**src/rpwd_pkg.sv**
```systemverilog
package rpwd_pkg;

   localparam int TS_W           = 24;
   localparam int MODE_W         = 2;
   localparam int CODE_W         = 24;
   localparam int UNIT_W         = 16;
   localparam int DUTY_W         = 8;
   localparam int PCT_W          = 7;
   localparam int TOL_W          = 6;
   localparam int CSR_IDX_W      = 2;
   localparam int NUM_W          = 31;
   localparam int DIV_W          = TS_W + DUTY_W;
   localparam int STEP_W         = 4;
   localparam int PCT_SCALE      = 100;
   localparam int FRAME_BITS_DEF = 24;

   localparam int REQ_TDATA_W = 24;
   localparam int REQ_TUSER_W = MODE_W;
   localparam int RSP_TDATA_W = 56;

   localparam logic [DUTY_W-1:0] DUTY_SAT = 8'd255;

   localparam logic [PCT_W-1:0] SYNC_DUTY_RST = 7'd8;
   localparam logic [PCT_W-1:0] ZERO_DUTY_RST = 7'd25;
   localparam logic [PCT_W-1:0] ONE_DUTY_RST  = 7'd75;
   localparam logic [TOL_W-1:0] TOL_RST       = 6'd10;

   typedef enum logic [MODE_W-1:0] {
      MODE_PERIOD  = 2'd0,
      MODE_PULSE   = 2'd1,
      MODE_ENABLE  = 2'd2,
      MODE_DISABLE = 2'd3
   } mode_type;

   typedef enum logic [CSR_IDX_W-1:0] {
      CSR_SYNC_DUTY = 2'd0,
      CSR_ZERO_DUTY = 2'd1,
      CSR_ONE_DUTY  = 2'd2,
      CSR_TOLERANCE = 2'd3
   } csr_index_type;

   typedef struct packed {
      logic              done;
      logic [DUTY_W-1:0] quot;
   } div_stat_type;

endpackage

```
**src/rpwd_div.sv**
```systemverilog
module rpwd_div
   import rpwd_pkg::*;
(
   input  logic            clock,
   input  logic            reset,
   input  logic            start,
   input  logic [TS_W-1:0] width,
   input  logic [TS_W-1:0] period,
   output div_stat_type    stat
);

   typedef enum logic {
      D_IDLE,
      D_RUN
   } dstate_type;

   dstate_type        state_ff, state_in;
   logic [NUM_W-1:0]  rem_ff, rem_in;
   logic [DIV_W-1:0]  dsh_ff, dsh_in;
   logic [STEP_W-1:0] step_ff, step_in;
   logic [DUTY_W-1:0] quot_ff, quot_in;
   logic              done_ff, done_in;
   logic [DIV_W:0]    diff;
   logic              ge;

   // one shared compare and subtract
   assign diff = {1'b0, DIV_W'(rem_ff)} - {1'b0, dsh_ff};
   assign ge   = ~diff[DIV_W];

   always_comb begin
      state_in = state_ff;
      rem_in   = rem_ff;
      dsh_in   = dsh_ff;
      step_in  = step_ff;
      quot_in  = quot_ff;
      done_in  = 1'b0;
      case (state_ff)
         D_IDLE: begin
            if (start) begin
               rem_in   = NUM_W'(width) * NUM_W'(PCT_SCALE);
               dsh_in   = {period, {DUTY_W{1'b0}}};
               step_in  = '0;
               quot_in  = '0;
               state_in = D_RUN;
            end
         end
         D_RUN: begin
            dsh_in = dsh_ff >> 1;
            if (step_ff == '0) begin
               // quotient of 256 or more saturates
               if (ge) begin
                  quot_in  = DUTY_SAT;
                  done_in  = 1'b1;
                  state_in = D_IDLE;
               end else begin
                  step_in = step_ff + 1'b1;
               end
            end else begin
               if (ge) begin
                  rem_in = diff[NUM_W-1:0];
               end
               quot_in = {quot_ff[DUTY_W-2:0], ge};
               if (step_ff == STEP_W'(DUTY_W)) begin
                  done_in  = 1'b1;
                  state_in = D_IDLE;
               end else begin
                  step_in = step_ff + 1'b1;
               end
            end
         end
         default: begin
            state_in = D_IDLE;
         end
      endcase
   end

   always_ff @(posedge clock) begin
      if (reset) begin
         state_ff <= D_IDLE;
         done_ff  <= 1'b0;
         rem_ff   <= '0;
         dsh_ff   <= '0;
         step_ff  <= '0;
         quot_ff  <= '0;
      end else begin
         state_ff <= state_in;
         done_ff  <= done_in;
         rem_ff   <= rem_in;
         dsh_ff   <= dsh_in;
         step_ff  <= step_in;
         quot_ff  <= quot_in;
      end
   end

   assign stat.done = done_ff;
   assign stat.quot = quot_ff;

endmodule

```
**src/rf_pulse_width_code_decoder.sv**
```systemverilog
// Pulse-width RF code receiver. Each req transfer carries one timestamped edge or
// one command (tuser: 0 period-start edge, 1 pulse-end edge, 2 enable and clear,
// 3 disable and clear) and yields exactly one rsp transfer. A period-start edge on
// an armed receiver with a nonzero period goes through a restoring divider
// for the duty percentage. Its first step checks for a quotient of 256 or more,
// which ends the division at once with 255. Otherwise eight further steps
// produce one quotient bit each. Such an item then passes through the S_FIN
// state, all other items go straight to S_FIN, and there the result is loaded
// into the rsp output register. One item is in work at a time. req_tready is low
// from acceptance until the result is loaded into the output register. That
// register may still hold an untaken result when the next item is accepted, and
// the load waits while it stays full. The csr port writes the duty thresholds and
// tolerance and should only be used while the block is idle.
module rf_pulse_width_code_decoder
   import rpwd_pkg::*;
#(
   parameter int FRAME_BITS = FRAME_BITS_DEF
)
(
   input  logic                   clock,
   input  logic                   reset,
   input  logic                   req_tvalid,
   output logic                   req_tready,
   input  logic [REQ_TDATA_W-1:0] req_tdata,  // timestamp[23:0]
   input  logic [REQ_TUSER_W-1:0] req_tuser,  // mode[1:0]
   output logic                   rsp_tvalid,
   input  logic                   rsp_tready,
   // frame_done[0], confirmed[1], code[25:2], unit_time[41:26], duty[49:42],
   // armed[50], zero fill[55:51]
   output logic [RSP_TDATA_W-1:0] rsp_tdata,
   input  logic                   csr_we,
   input  logic [CSR_IDX_W-1:0]   csr_index,
   input  logic [PCT_W-1:0]       csr_wdata
);

   localparam int BL_W = $clog2(FRAME_BITS + 1);

   typedef enum logic [1:0] {
      S_IDLE,
      S_DIV,
      S_FIN
   } state_type;

   state_type             state_ff, state_in;
   mode_type              mode_ff, mode_in;
   logic [TS_W-1:0]       ts_ff, ts_in;
   logic [TS_W-1:0]       period_ff, period_in;
   logic [TS_W-1:0]       pst_ff, pst_in;
   logic [TS_W-1:0]       pw_ff, pw_in;
   logic                  in_frame_ff, in_frame_in;
   logic [BL_W-1:0]       bits_left_ff, bits_left_in;
   logic [FRAME_BITS-1:0] shift_ff, shift_in;
   logic [UNIT_W-1:0]     sync_width_ff, sync_width_in;
   logic [FRAME_BITS-1:0] stored_ff, stored_in;
   logic [UNIT_W-1:0]     unit_ff, unit_in;
   logic                  receiving_ff, receiving_in;
   logic [PCT_W-1:0]      sync_duty_ff, sync_duty_in;
   logic [PCT_W-1:0]      zero_duty_ff, zero_duty_in;
   logic [PCT_W-1:0]      one_duty_ff, one_duty_in;
   logic [TOL_W-1:0]      tol_ff, tol_in;
   logic                  rsp_valid_ff, rsp_valid_in;
   logic [RSP_TDATA_W-1:0] rsp_data_ff, rsp_data_in;

   logic                  accept;
   logic                  out_free;
   logic [TS_W-1:0]       period_now;
   logic                  div_start;
   div_stat_type          div_stat;
   logic                  period_ok;
   logic [DUTY_W-1:0]     duty_v;
   logic                  is_zero;
   logic                  is_one;
   logic [FRAME_BITS-1:0] shifted;
   logic [BL_W-1:0]       bl_next;
   logic                  done_v;
   logic                  conf_v;

   function automatic logic near_f(input logic [DUTY_W-1:0] d,
                                   input logic [PCT_W-1:0]  n,
                                   input logic [TOL_W-1:0]  t);
      logic [DUTY_W:0] dt;
      logic [DUTY_W:0] nt;
      dt = (DUTY_W+1)'(d) + (DUTY_W+1)'(t);
      nt = (DUTY_W+1)'(n) + (DUTY_W+1)'(t);
      return (dt >= (DUTY_W+1)'(n)) && ((DUTY_W+1)'(d) <= nt);
   endfunction

   assign req_tready = (state_ff == S_IDLE);
   assign accept     = req_tvalid & req_tready;
   assign out_free   = ~rsp_valid_ff | rsp_tready;
   assign period_now = req_tdata[TS_W-1:0] - pst_ff;
   assign div_start  = accept && (mode_type'(req_tuser) == MODE_PERIOD) && receiving_ff
                       && (period_now != '0);

   rpwd_div u_div (
      .clock  (clock),
      .reset  (reset),
      .start  (div_start),
      .width  (pw_ff),
      .period (period_now),
      .stat   (div_stat)
   );

   always_comb begin
      state_in      = state_ff;
      mode_in       = mode_ff;
      ts_in         = ts_ff;
      period_in     = period_ff;
      pst_in        = pst_ff;
      pw_in         = pw_ff;
      in_frame_in   = in_frame_ff;
      bits_left_in  = bits_left_ff;
      shift_in      = shift_ff;
      sync_width_in = sync_width_ff;
      stored_in     = stored_ff;
      unit_in       = unit_ff;
      receiving_in  = receiving_ff;
      sync_duty_in  = sync_duty_ff;
      zero_duty_in  = zero_duty_ff;
      one_duty_in   = one_duty_ff;
      tol_in        = tol_ff;
      rsp_valid_in  = rsp_valid_ff;
      rsp_data_in   = rsp_data_ff;

      period_ok = (period_ff != '0);
      if (mode_ff == MODE_PERIOD && receiving_ff) begin
         duty_v = period_ok ? div_stat.quot : DUTY_SAT;
      end else begin
         duty_v = '0;
      end
      is_zero = period_ok && near_f(duty_v, zero_duty_ff, tol_ff);
      is_one  = period_ok && !is_zero && near_f(duty_v, one_duty_ff, tol_ff);
      shifted = shift_ff >> 1;
      shifted[FRAME_BITS-1] = is_one;
      bl_next = (bits_left_ff != '0) ? bits_left_ff - 1'b1 : '0;
      done_v  = 1'b0;
      conf_v  = 1'b0;

      if (csr_we) begin
         case (csr_index_type'(csr_index))
            CSR_SYNC_DUTY: sync_duty_in = csr_wdata;
            CSR_ZERO_DUTY: zero_duty_in = csr_wdata;
            CSR_ONE_DUTY:  one_duty_in  = csr_wdata;
            CSR_TOLERANCE: tol_in       = csr_wdata[TOL_W-1:0];
            default:       tol_in       = tol_ff;
         endcase
      end

      if (rsp_valid_ff && rsp_tready) begin
         rsp_valid_in = 1'b0;
      end

      case (state_ff)
         S_IDLE: begin
            if (accept) begin
               mode_in   = mode_type'(req_tuser);
               ts_in     = req_tdata[TS_W-1:0];
               period_in = period_now;
               state_in  = div_start ? S_DIV : S_FIN;
            end
         end
         S_DIV: begin
            if (div_stat.done) begin
               state_in = S_FIN;
            end
         end
         S_FIN: begin
            if (out_free) begin
               case (mode_ff)
                  MODE_ENABLE: begin
                     pst_in       = '0;
                     pw_in        = '0;
                     in_frame_in  = 1'b0;
                     stored_in    = '0;
                     receiving_in = 1'b1;
                  end
                  MODE_DISABLE: begin
                     pst_in       = '0;
                     pw_in        = '0;
                     in_frame_in  = 1'b0;
                     receiving_in = 1'b0;
                  end
                  MODE_PULSE: begin
                     if (receiving_ff) begin
                        pw_in = period_ff;
                     end
                  end
                  MODE_PERIOD: begin
                     if (receiving_ff) begin
                        pst_in = ts_ff;
                        if (!in_frame_ff) begin
                           if (period_ok && duty_v <= DUTY_W'(sync_duty_ff)) begin
                              sync_width_in = pw_ff[UNIT_W-1:0];
                              in_frame_in   = 1'b1;
                              bits_left_in  = BL_W'(FRAME_BITS);
                              shift_in      = '0;
                           end
                        end else if (is_zero || is_one) begin
                           shift_in     = shifted;
                           bits_left_in = bl_next;
                           if (bl_next == '0) begin
                              in_frame_in = 1'b0;
                              unit_in     = ~sync_width_ff;
                              done_v      = 1'b1;
                              if (stored_ff == shifted) begin
                                 conf_v       = 1'b1;
                                 pst_in       = '0;
                                 pw_in        = '0;
                                 receiving_in = 1'b0;
                              end else begin
                                 stored_in = shifted;
                              end
                           end
                        end else begin
                           in_frame_in = 1'b0;
                        end
                     end
                  end
                  default: begin
                     pst_in = pst_ff;
                  end
               endcase
               rsp_valid_in = 1'b1;
               rsp_data_in  = {5'b0, receiving_in, duty_v, unit_in,
                               CODE_W'(stored_in), conf_v, done_v};
               state_in     = S_IDLE;
            end
         end
         default: begin
            state_in = S_IDLE;
         end
      endcase
   end

   always_ff @(posedge clock) begin
      if (reset) begin
         state_ff      <= S_IDLE;
         mode_ff       <= MODE_PERIOD;
         ts_ff         <= '0;
         period_ff     <= '0;
         pst_ff        <= '0;
         pw_ff         <= '0;
         in_frame_ff   <= 1'b0;
         bits_left_ff  <= '0;
         shift_ff      <= '0;
         sync_width_ff <= '0;
         stored_ff     <= '0;
         unit_ff       <= '0;
         receiving_ff  <= 1'b1;
         sync_duty_ff  <= SYNC_DUTY_RST;
         zero_duty_ff  <= ZERO_DUTY_RST;
         one_duty_ff   <= ONE_DUTY_RST;
         tol_ff        <= TOL_RST;
         rsp_valid_ff  <= 1'b0;
         rsp_data_ff   <= '0;
      end else begin
         state_ff      <= state_in;
         mode_ff       <= mode_in;
         ts_ff         <= ts_in;
         period_ff     <= period_in;
         pst_ff        <= pst_in;
         pw_ff         <= pw_in;
         in_frame_ff   <= in_frame_in;
         bits_left_ff  <= bits_left_in;
         shift_ff      <= shift_in;
         sync_width_ff <= sync_width_in;
         stored_ff     <= stored_in;
         unit_ff       <= unit_in;
         receiving_ff  <= receiving_in;
         sync_duty_ff  <= sync_duty_in;
         zero_duty_ff  <= zero_duty_in;
         one_duty_ff   <= one_duty_in;
         tol_ff        <= tol_in;
         rsp_valid_ff  <= rsp_valid_in;
         rsp_data_ff   <= rsp_data_in;
      end
   end

   assign rsp_tvalid = rsp_valid_ff;
   assign rsp_tdata  = rsp_data_ff;

endmodule

```
**config.mk**
```make
export PLATFORM = sky130hd
export DESIGN_NAME = rf_pulse_width_code_decoder
export DESIGN_NICKNAME = d
export VERILOG_FILES = /design/src/rpwd_pkg.sv /design/src/rpwd_div.sv /design/src/rf_pulse_width_code_decoder.sv
export SDC_FILE = /design/constraint.sdc
export NUM_CORES = 1
export LEC_CHECK = 0
export BUFFER_PORTS_ARGS = -buffer_cell sky130_fd_sc_hd__buf_4
export CORE_MARGIN = 1.5
export CORE_UTILIZATION = 38
export CTS_CLUSTER_DIAMETER = 120
export DETAILED_ROUTE_END_ITERATION = 6
export HOLD_SLACK_MARGIN = 0.1
export PLACE_DENSITY = 0.63
export SLEW_MARGIN = 0
export SYNTH_ARGS = -nofsm -noshare
export SYNTH_HDL_FRONTEND = slang
export SYNTH_SLANG_ARGS = --single-unit
```
**constraint.sdc**
```tcl
create_clock -name clock -period 9.8 [get_ports clock]
set_input_delay 1.47 -clock clock [delete_from_list [all_inputs] [get_ports clock]]
set_output_delay 1.47 -clock clock [all_outputs]
set_load 0.02 [all_outputs]
```
After elaboration in Yosys (flattened, before gate mapping)
Cells that the tools add are included.
{"block": "word_totals", "reg_bits": 343, "in_bits": 40, "output_inout_bits": 58, "word_cells": 198}
{"block": "op_classes", "addsub": 7, "n_mul": 1, "order_cmp": 5, "n_eq_ne": 26, "muxes": 87, "n_bitwise": 7, "reduce_logical": 40}
{"operator": "$mux 24", "count": 19}
{"operator": "$pmux 24 s2", "count": 2}
{"operator": "$mux 31", "count": 3}
{"operator": "$mux 16", "count": 5}
{"operator": "$pmux 24 s3", "count": 1}
{"operator": "$pmux 32 s2", "count": 1}
{"operator": "$pmux 31 s2", "count": 1}
{"operator": "$reduce_bool 24->1", "count": 2}
{"operator": "$mux 8", "count": 5}
{"operator": "$sub 31x32->33", "count": 1}
{"operator": "$mux 32", "count": 1}
{"operator": "$mux 1", "count": 31}
{"operator": "$mul 24x5->29 const B", "count": 1}
{"operator": "$eq 24x24->1", "count": 1}
{"operator": "$sub 24x24->24", "count": 1}
{"operator": "$mux 5", "count": 4}
{"operator": "$ge 9x7->1", "count": 2}
{"operator": "$add 7x6->8", "count": 2}
{"operator": "$le 8x8->1", "count": 2}
{"operator": "$mux 4", "count": 4}
{"operator": "$not 16->16", "count": 1}
{"operator": "$pmux 8 s2", "count": 1}
{"operator": "$ne 2x2->1 const B", "count": 7}
{"operator": "$reduce_and 2->1", "count": 7}
{"operator": "30 further kinds", "count": 68}

Logic depth before layout (Yosys ltp)
{"block": "depth", "word_depth": 17, "mapped_depth": 25, "depth_no_buf": 21}

Cells and area by module
From an unflattened synthesis, not the netlist that was laid out.
{"block": "hier_totals", "cells_unflattened": 2383, "hier_area_um2": 19607.6}
{"mod": "rf_pulse_width_code_decoder", "n_inst": 1, "cells_per_inst": 1391, "area_each_um2": 11840.1, "seq_area_each_um2": 4504.3}
{"mod": "rpwd_div", "n_inst": 1, "cells_per_inst": 992, "area_each_um2": 7767.4, "seq_area_each_um2": 1541.5}

Worst setup path before layout
OpenSTA, ideal clock, no wires.
{"block": "synth_timing", "path_type": "flip-flop to flip-flop", "startpoint": "register period_ff[13]", "endpoint": "register stored_ff[13]", "arrival_time_ns": 5.092, "required_time_ns": 9.713, "path_slack_ns": 4.621, "path_stages_with_launch": 24, "path_buffers": 4, "period_less_slack_ns": 5.179, "cell_sequence": "dfxtp_1 -> nor4_2 -> nand4_2 -> nor2_1 -> clkbuf_1 -> nor2_1 -> nor2_1 -> ha_1 -> clkbuf_1 -> a21o_1 -> or3_1 -> a32oi_1 -> nor3_1 -> xnor2_1 -> ha_1 -> nand2_1 -> o31a_1 -> a31oi_4 -> a21oi_1 -> or4_1 -> buf_6 -> buf_6 -> o21a_1 -> a221oi_2"}
{"block": "synth_between", "elab_chain_len": 17}
{"element": "from (decl)", "line": "rf_pulse_width_code_decoder.sv:47", "source": "logic [TS_W-1:0] period_ff, period_in;"}
{"element": "from (signal assigned)", "line": "rf_pulse_width_code_decoder.sv:260", "source": "period_ff <= period_in;"}
{"element": "$reduce_bool 24->1 (*)", "line": "rf_pulse_width_code_decoder.sv:125", "source": "period_ok = (period_ff != '0);"}
{"element": "$mux 8 (*)", "line": "rf_pulse_width_code_decoder.sv:127", "source": "duty_v = period_ok ? div_stat.quot : DUTY_SAT;"}
{"element": "$mux 8 (*)", "line": "rf_pulse_width_code_decoder.sv:126", "source": "if (mode_ff == MODE_PERIOD && receiving_ff) begin"}
{"element": "via duty_v[3]", "line": "rf_pulse_width_code_decoder.sv:70", "source": "logic [DUTY_W-1:0] duty_v;"}
{"element": "$add 8x6->9", "line": "rf_pulse_width_code_decoder.sv:83", "source": "dt = (DUTY_W+1)'(d) + (DUTY_W+1)'(t);"}
{"element": "$ge 9x7->1", "line": "rf_pulse_width_code_decoder.sv:85", "source": "return (dt >= (DUTY_W+1)'(n)) && ((DUTY_W+1)'(d) <= nt);"}
{"element": "$logic_and 1x1->1", "line": "rf_pulse_width_code_decoder.sv:85"}
{"element": "$logic_and 1x1->1", "line": "rf_pulse_width_code_decoder.sv:131", "source": "is_zero = period_ok && near_f(duty_v, zero_duty_ff, tol_ff);"}
{"element": "$logic_not 1->1", "line": "rf_pulse_width_code_decoder.sv:132", "source": "is_one = period_ok && !is_zero && near_f(duty_v, one_duty_ff, tol_ff);"}
{"element": "$logic_and 1x1->1 (2 in series)", "line": "rf_pulse_width_code_decoder.sv:132"}
{"element": "$eq 24x24->1", "line": "rf_pulse_width_code_decoder.sv:205", "source": "if (stored_ff == shifted) begin"}
{"element": "$mux 24", "line": "rf_pulse_width_code_decoder.sv:205"}
{"element": "$mux 24", "line": "rf_pulse_width_code_decoder.sv:201", "source": "if (bl_next == '0) begin"}
{"element": "$mux 24 (*)", "line": "rf_pulse_width_code_decoder.sv:198", "source": "end else if (is_zero || is_one) begin"}
{"element": "$mux 24 (*)", "line": "rf_pulse_width_code_decoder.sv:191", "source": "if (!in_frame_ff) begin"}
{"element": "$mux 24 (*)", "line": "rf_pulse_width_code_decoder.sv:189", "source": "if (receiving_ff) begin"}
{"element": "$pmux 24 s2 (*)", "line": "rf_pulse_width_code_decoder.sv:169", "source": "case (mode_ff)"}
{"element": "to (signal assigned)", "line": "rf_pulse_width_code_decoder.sv:267", "source": "stored_ff <= stored_in;"}
{"element": "to (decl)", "line": "rf_pulse_width_code_decoder.sv:54", "source": "logic [FRAME_BITS-1:0] stored_ff, stored_in;"}
The timed path passes the listed nets; every way through them passes the cells marked *.
A chain may end at the register's enable or synchronous reset.

Worst setup path after layout
{"block": "layout_timing", "startpoint": "register period_ff[17]", "endpoint": "register bits_left_ff[2]"}
{"block": "layout_between", "elab_chain_len": 13}
{"element": "$reduce_bool 24->1 (*)", "line": "rf_pulse_width_code_decoder.sv:125"}
{"element": "$mux 8 (*)", "line": "rf_pulse_width_code_decoder.sv:127"}
{"element": "$mux 8 (*)", "line": "rf_pulse_width_code_decoder.sv:126"}
{"element": "via duty_v[3]", "line": "rf_pulse_width_code_decoder.sv:70"}
{"element": "$add 8x6->9", "line": "rf_pulse_width_code_decoder.sv:83"}
{"element": "$ge 9x7->1", "line": "rf_pulse_width_code_decoder.sv:85"}
{"element": "$logic_and 1x1->1", "line": "rf_pulse_width_code_decoder.sv:85"}
{"element": "$logic_and 1x1->1", "line": "rf_pulse_width_code_decoder.sv:131"}
{"element": "$logic_not 1->1", "line": "rf_pulse_width_code_decoder.sv:132"}
{"element": "$logic_and 1x1->1 (2 in series)", "line": "rf_pulse_width_code_decoder.sv:132"}
{"element": "$logic_or 1x1->1", "line": "rf_pulse_width_code_decoder.sv:198"}
{"element": "$ne 2x1->1 (no line)"}
{"element": "$reduce_and 6->1 (no line) (*)"}
{"element": "to (signal assigned)", "line": "rf_pulse_width_code_decoder.sv:264", "source": "bits_left_ff <= bits_left_in;"}
{"element": "to (decl)", "line": "rf_pulse_width_code_decoder.sv:51", "source": "logic [BL_W-1:0] bits_left_ff, bits_left_in;"}
Marks and branches as above.

==> flow_metrics.tcl <==
set metrics [dict create \
    swShare_pct 29.83 \
    cp-start-kind "flip-flop" \
    postCtsSetupBuffers 0 \
    leakagePower_uw 0.009280 \
    grt_pass1_vias 16230 \
    core_um2 50070 \
    synth_flop_cell "dfxtp_1" \
    rsz0062_at_grt "false" \
    power.switching_uw 1008 \
    cts_hold_buffers 0 \
    pwr-share-seq_pct 38.9 \
    hold_path_class "flip-flop to flip-flop" \
    area_delta_synth_final_pct 12.57 \
    cts_buffers 36 \
    r2r-end "bits_left_ff[2]" \
    path_class "flip-flop to flip-flop" \
    hold_start "sync_width_ff[5]" \
    whs_endpoint "unit_ff[5]" \
    synth_cell_types 86 \
    rr_startpoint "period_ff[17]" \
    grt-ovfl-total 0 \
    initial_core_util_pct 38.50 \
    root_buffer "clkbuf_16" \
    ys_warn_count 0 \
    syn_area_um2 19280 \
    tns_ps 0 \
    layout.cells.non_filler 3131 \
    yosysSeqAreaShare_pct 31.36 \
    clk_latency_ps 560 \
    first_pass_iters 6 \
    final_max_slew_viol_count 0 \
    vdd.ir_drop.worst_mv 0.1312 \
    layout.nets 2680 \
    multi_input_area_um2 11980 \
    cellInternalPower_uw 2371 \
    ys_ff_latch 302 \
    fmax_ghz 0.1546 \
    critPathMaxFanout 29 \
    fillerInstances 5037 \
    antenna_found_initial 1 \
    cts_sinks 302 \
    grtUsageTotal_pct 20.38 \
    num_vias 17110 \
    power_frac_comb_pct 19.2 \
    grt_max_degree 107 \
    postRouteAntennaNets 0 \
    worstHoldPathCells 1 \
    die-area_um2 52090 \
    drive_above_1_share_pct 8.947 \
    slew_headroom_pct 22.21 \
    dp.cells 3066 \
    post_cts_resized 0 \
    drt_iter0_drc 1267 \
    finalSetupViolCount 0 \
    critPathCaptureType "flip-flop" \
    finalClockSkew_ps 22.80 \
    ff_latch_area_um2 6047 \
    port_buffers 92 \
    gp_congestion 0.9218 \
    grt_pass1_wl_mm 87.01 \
    path_clk_slew_ps 60 \
    avgViaCountPerCell 5.463 \
    p_per_area_nw_per_um2 155.7 \
    reg2reg_depth 20 \
    diodes 0 \
    cts_buffer_depth 3 \
    ff2ff_setup_slack_ps 3330 \
    cp-startpoint "period_ff[17]" \
    final_hold_viol_count 0 \
    fin_crit_ps 6468 \
    pwr-share-clk_pct 41.9 \
    worstMarginPinSlew_ps 1167 \
    die_h_um 228.2 \
    routed_wl_mm 53.89 \
    drc 0 \
    async_flop_share_pct 0 \
    max_cap_viol_count 0 \
    cts_max_level 2 \
    die_w_um 228.2 \
    wl_per_cell_um 17.21 \
    worstPathRequired_ps 10270 \
    avgSynthCellArea_um2 8.015 \
    synth_edf_count 0 \
    cts_tree "built" \
    final.period_utilization_pct 66.00 \
    crit_arrival_ps 6930 \
    place_hpwl_mm 39.66 \
    num_rows 82 \
    io_pins 98 \
    status "complete, no violations" \
    syn_inst 2405 \
]
==> sequential cells by signal (all words and copies together) (netlist names), 5 cells and up <==
name           cells
unit_ff           15
sync_duty_ff       7
shift_ff          23
period_ff         24
u_div.quot_ff      8
tol_ff             6
u_div.rem_ff      31
rsp_tdata         13
one_duty_ff        7
sync_width_ff     16
pst_ff            24
zero_duty_ff       7
stored_ff         23
pw_ff             24
u_div.dsh_ff      32
ts_ff             24
bits_left_ff       5
==> power groups by stage <==
| stage | clock network, uW | registers, uW | logic [uW] |
|---|---|---|---|
| global route | 1500 | 1320 | 720 |
| CTS | 1450 | 1320 | 644 |
| floorplan | 0 | 1320 | 484 |
| detailed placement | 0 | 1340 | 639 |
| global placement | 0 | 1340 | 628 |
| finish | 1420 | 1320 | 647 |
==> critical path, cell delays in order, from the launching register on <==
cell       delay (ps)
dfxtp_1           340
nor4_2            440
nand4_2           330
nor2_1            740
nor2_1             80
nor2_1            340
ha_1              400
a21o_1            270
or3_1             310
a32oi_1           230
nor3_1            110
xnor2_1           220
ha_1              280
a21oi_1           130
o31a_1            180
and3_1            240
nor3_1             60
o2111ai_1         460
and2_1            850
o21ai_0           200
a21oi_1           170
==> final cells by class <==
cell class	instances	area share, %
timing repair buffer	112	3.904
multi-input combinational	1778	55.20
inverter	202	3.494
clock buffer	49	4.613
tap	672	3.875
sequential	302	27.87
clock inverter	16	1.049
==> placed cells by master (no fill, tap or decap), types with 24 or more instances in the layout <==
cell type and count:
o21ai_0 80, nor2_1 263, a211oi_1 66, a21o_1 39, xor2_1 33, dfxtp_1 301
a22oi_1 27, mux2i_1 38, clkbuf_16 37, buf_4 111, ha_1 185, xnor2_1 61
a22o_1 24, nand3_1 53, nand2_1 286, nor3_1 36, a21oi_1 217, inv_1 200
==> through the flow <==
step	worst slack [ps]	power (uW)	instance area, um^2	hold slack, ps	utilization (%)
6_report	3332	3379	21700	436.3	43.34
4_1_cts	3349	3404	21700	440.0	43.34
3_5_place_dp	3331	1980	20470	432.2	40.88
2_1_floorplan	4621	1808	19290	413.0	-
3_3_place_gp	3433	1967	20470	426.1	40.88
5_1_grt	2768	3536	21700	450.8	43.34
==> synth_stat cells (all sizes together) (39+ instances only) <==
| cell type | number | area share, % |
|---|---|---|
| a211oi | 66 | 2.6 |
| a21o | 39 | 1.5 |
| a21oi | 217 | 5.6 |
| clkbuf | 95 | 1.8 |
| dfxtp | 302 | 31 |
| ha | 185 | 12 |
| inv | 200 | 3.9 |
| nand2 | 286 | 5.6 |
| nand3 | 54 | 1.4 |
| nor2 | 265 | 5.2 |
| o21ai | 88 | 2.3 |
| xnor2 | 61 | 2.8 |
==> cells by family (layout without fill, tap and decap cells) <==
family | after synthesis | count (layout) | share of synthesized area, %
simple gates | 784 | 784 | 18.38
compound gates | 648 | 648 | 22.85
buf+inv | 329 | 379 | 6.699
flops | 302 | 302 | 31.36
fa+ha+maj | 209 | 209 | 14.45
xor+xnor | 94 | 94 | 4.271
mux | 38 | 38 | 1.973
other cells | 1 | 5 | 0.01945
==> worst max path at each step <==
stage	cells after the start	slack, ps	end
after global routing	20	2770	bits_left_ff[2]
after floorplan	23	4620	stored_ff[13]
final	20	3330	bits_left_ff[2]
after global placement	20	3430	bits_left_ff[2]
after detailed placement	20	3330	bits_left_ff[1]
after CTS	20	3350	bits_left_ff[1]
==> layer usage <==
metal | vias up | GRT usage, % | part of all wire, %
met5 | - | 0 | 0
met4 | 0 | 6.126 | 2.6
met3 | 92 | 3.100 | 4.6
met2 | 404 | 33.53 | 46
met1 | 8123 | 27.47 | 47
li1 | 8487 | - | -
No activity file was read; power rests on OpenSTA's default activity.
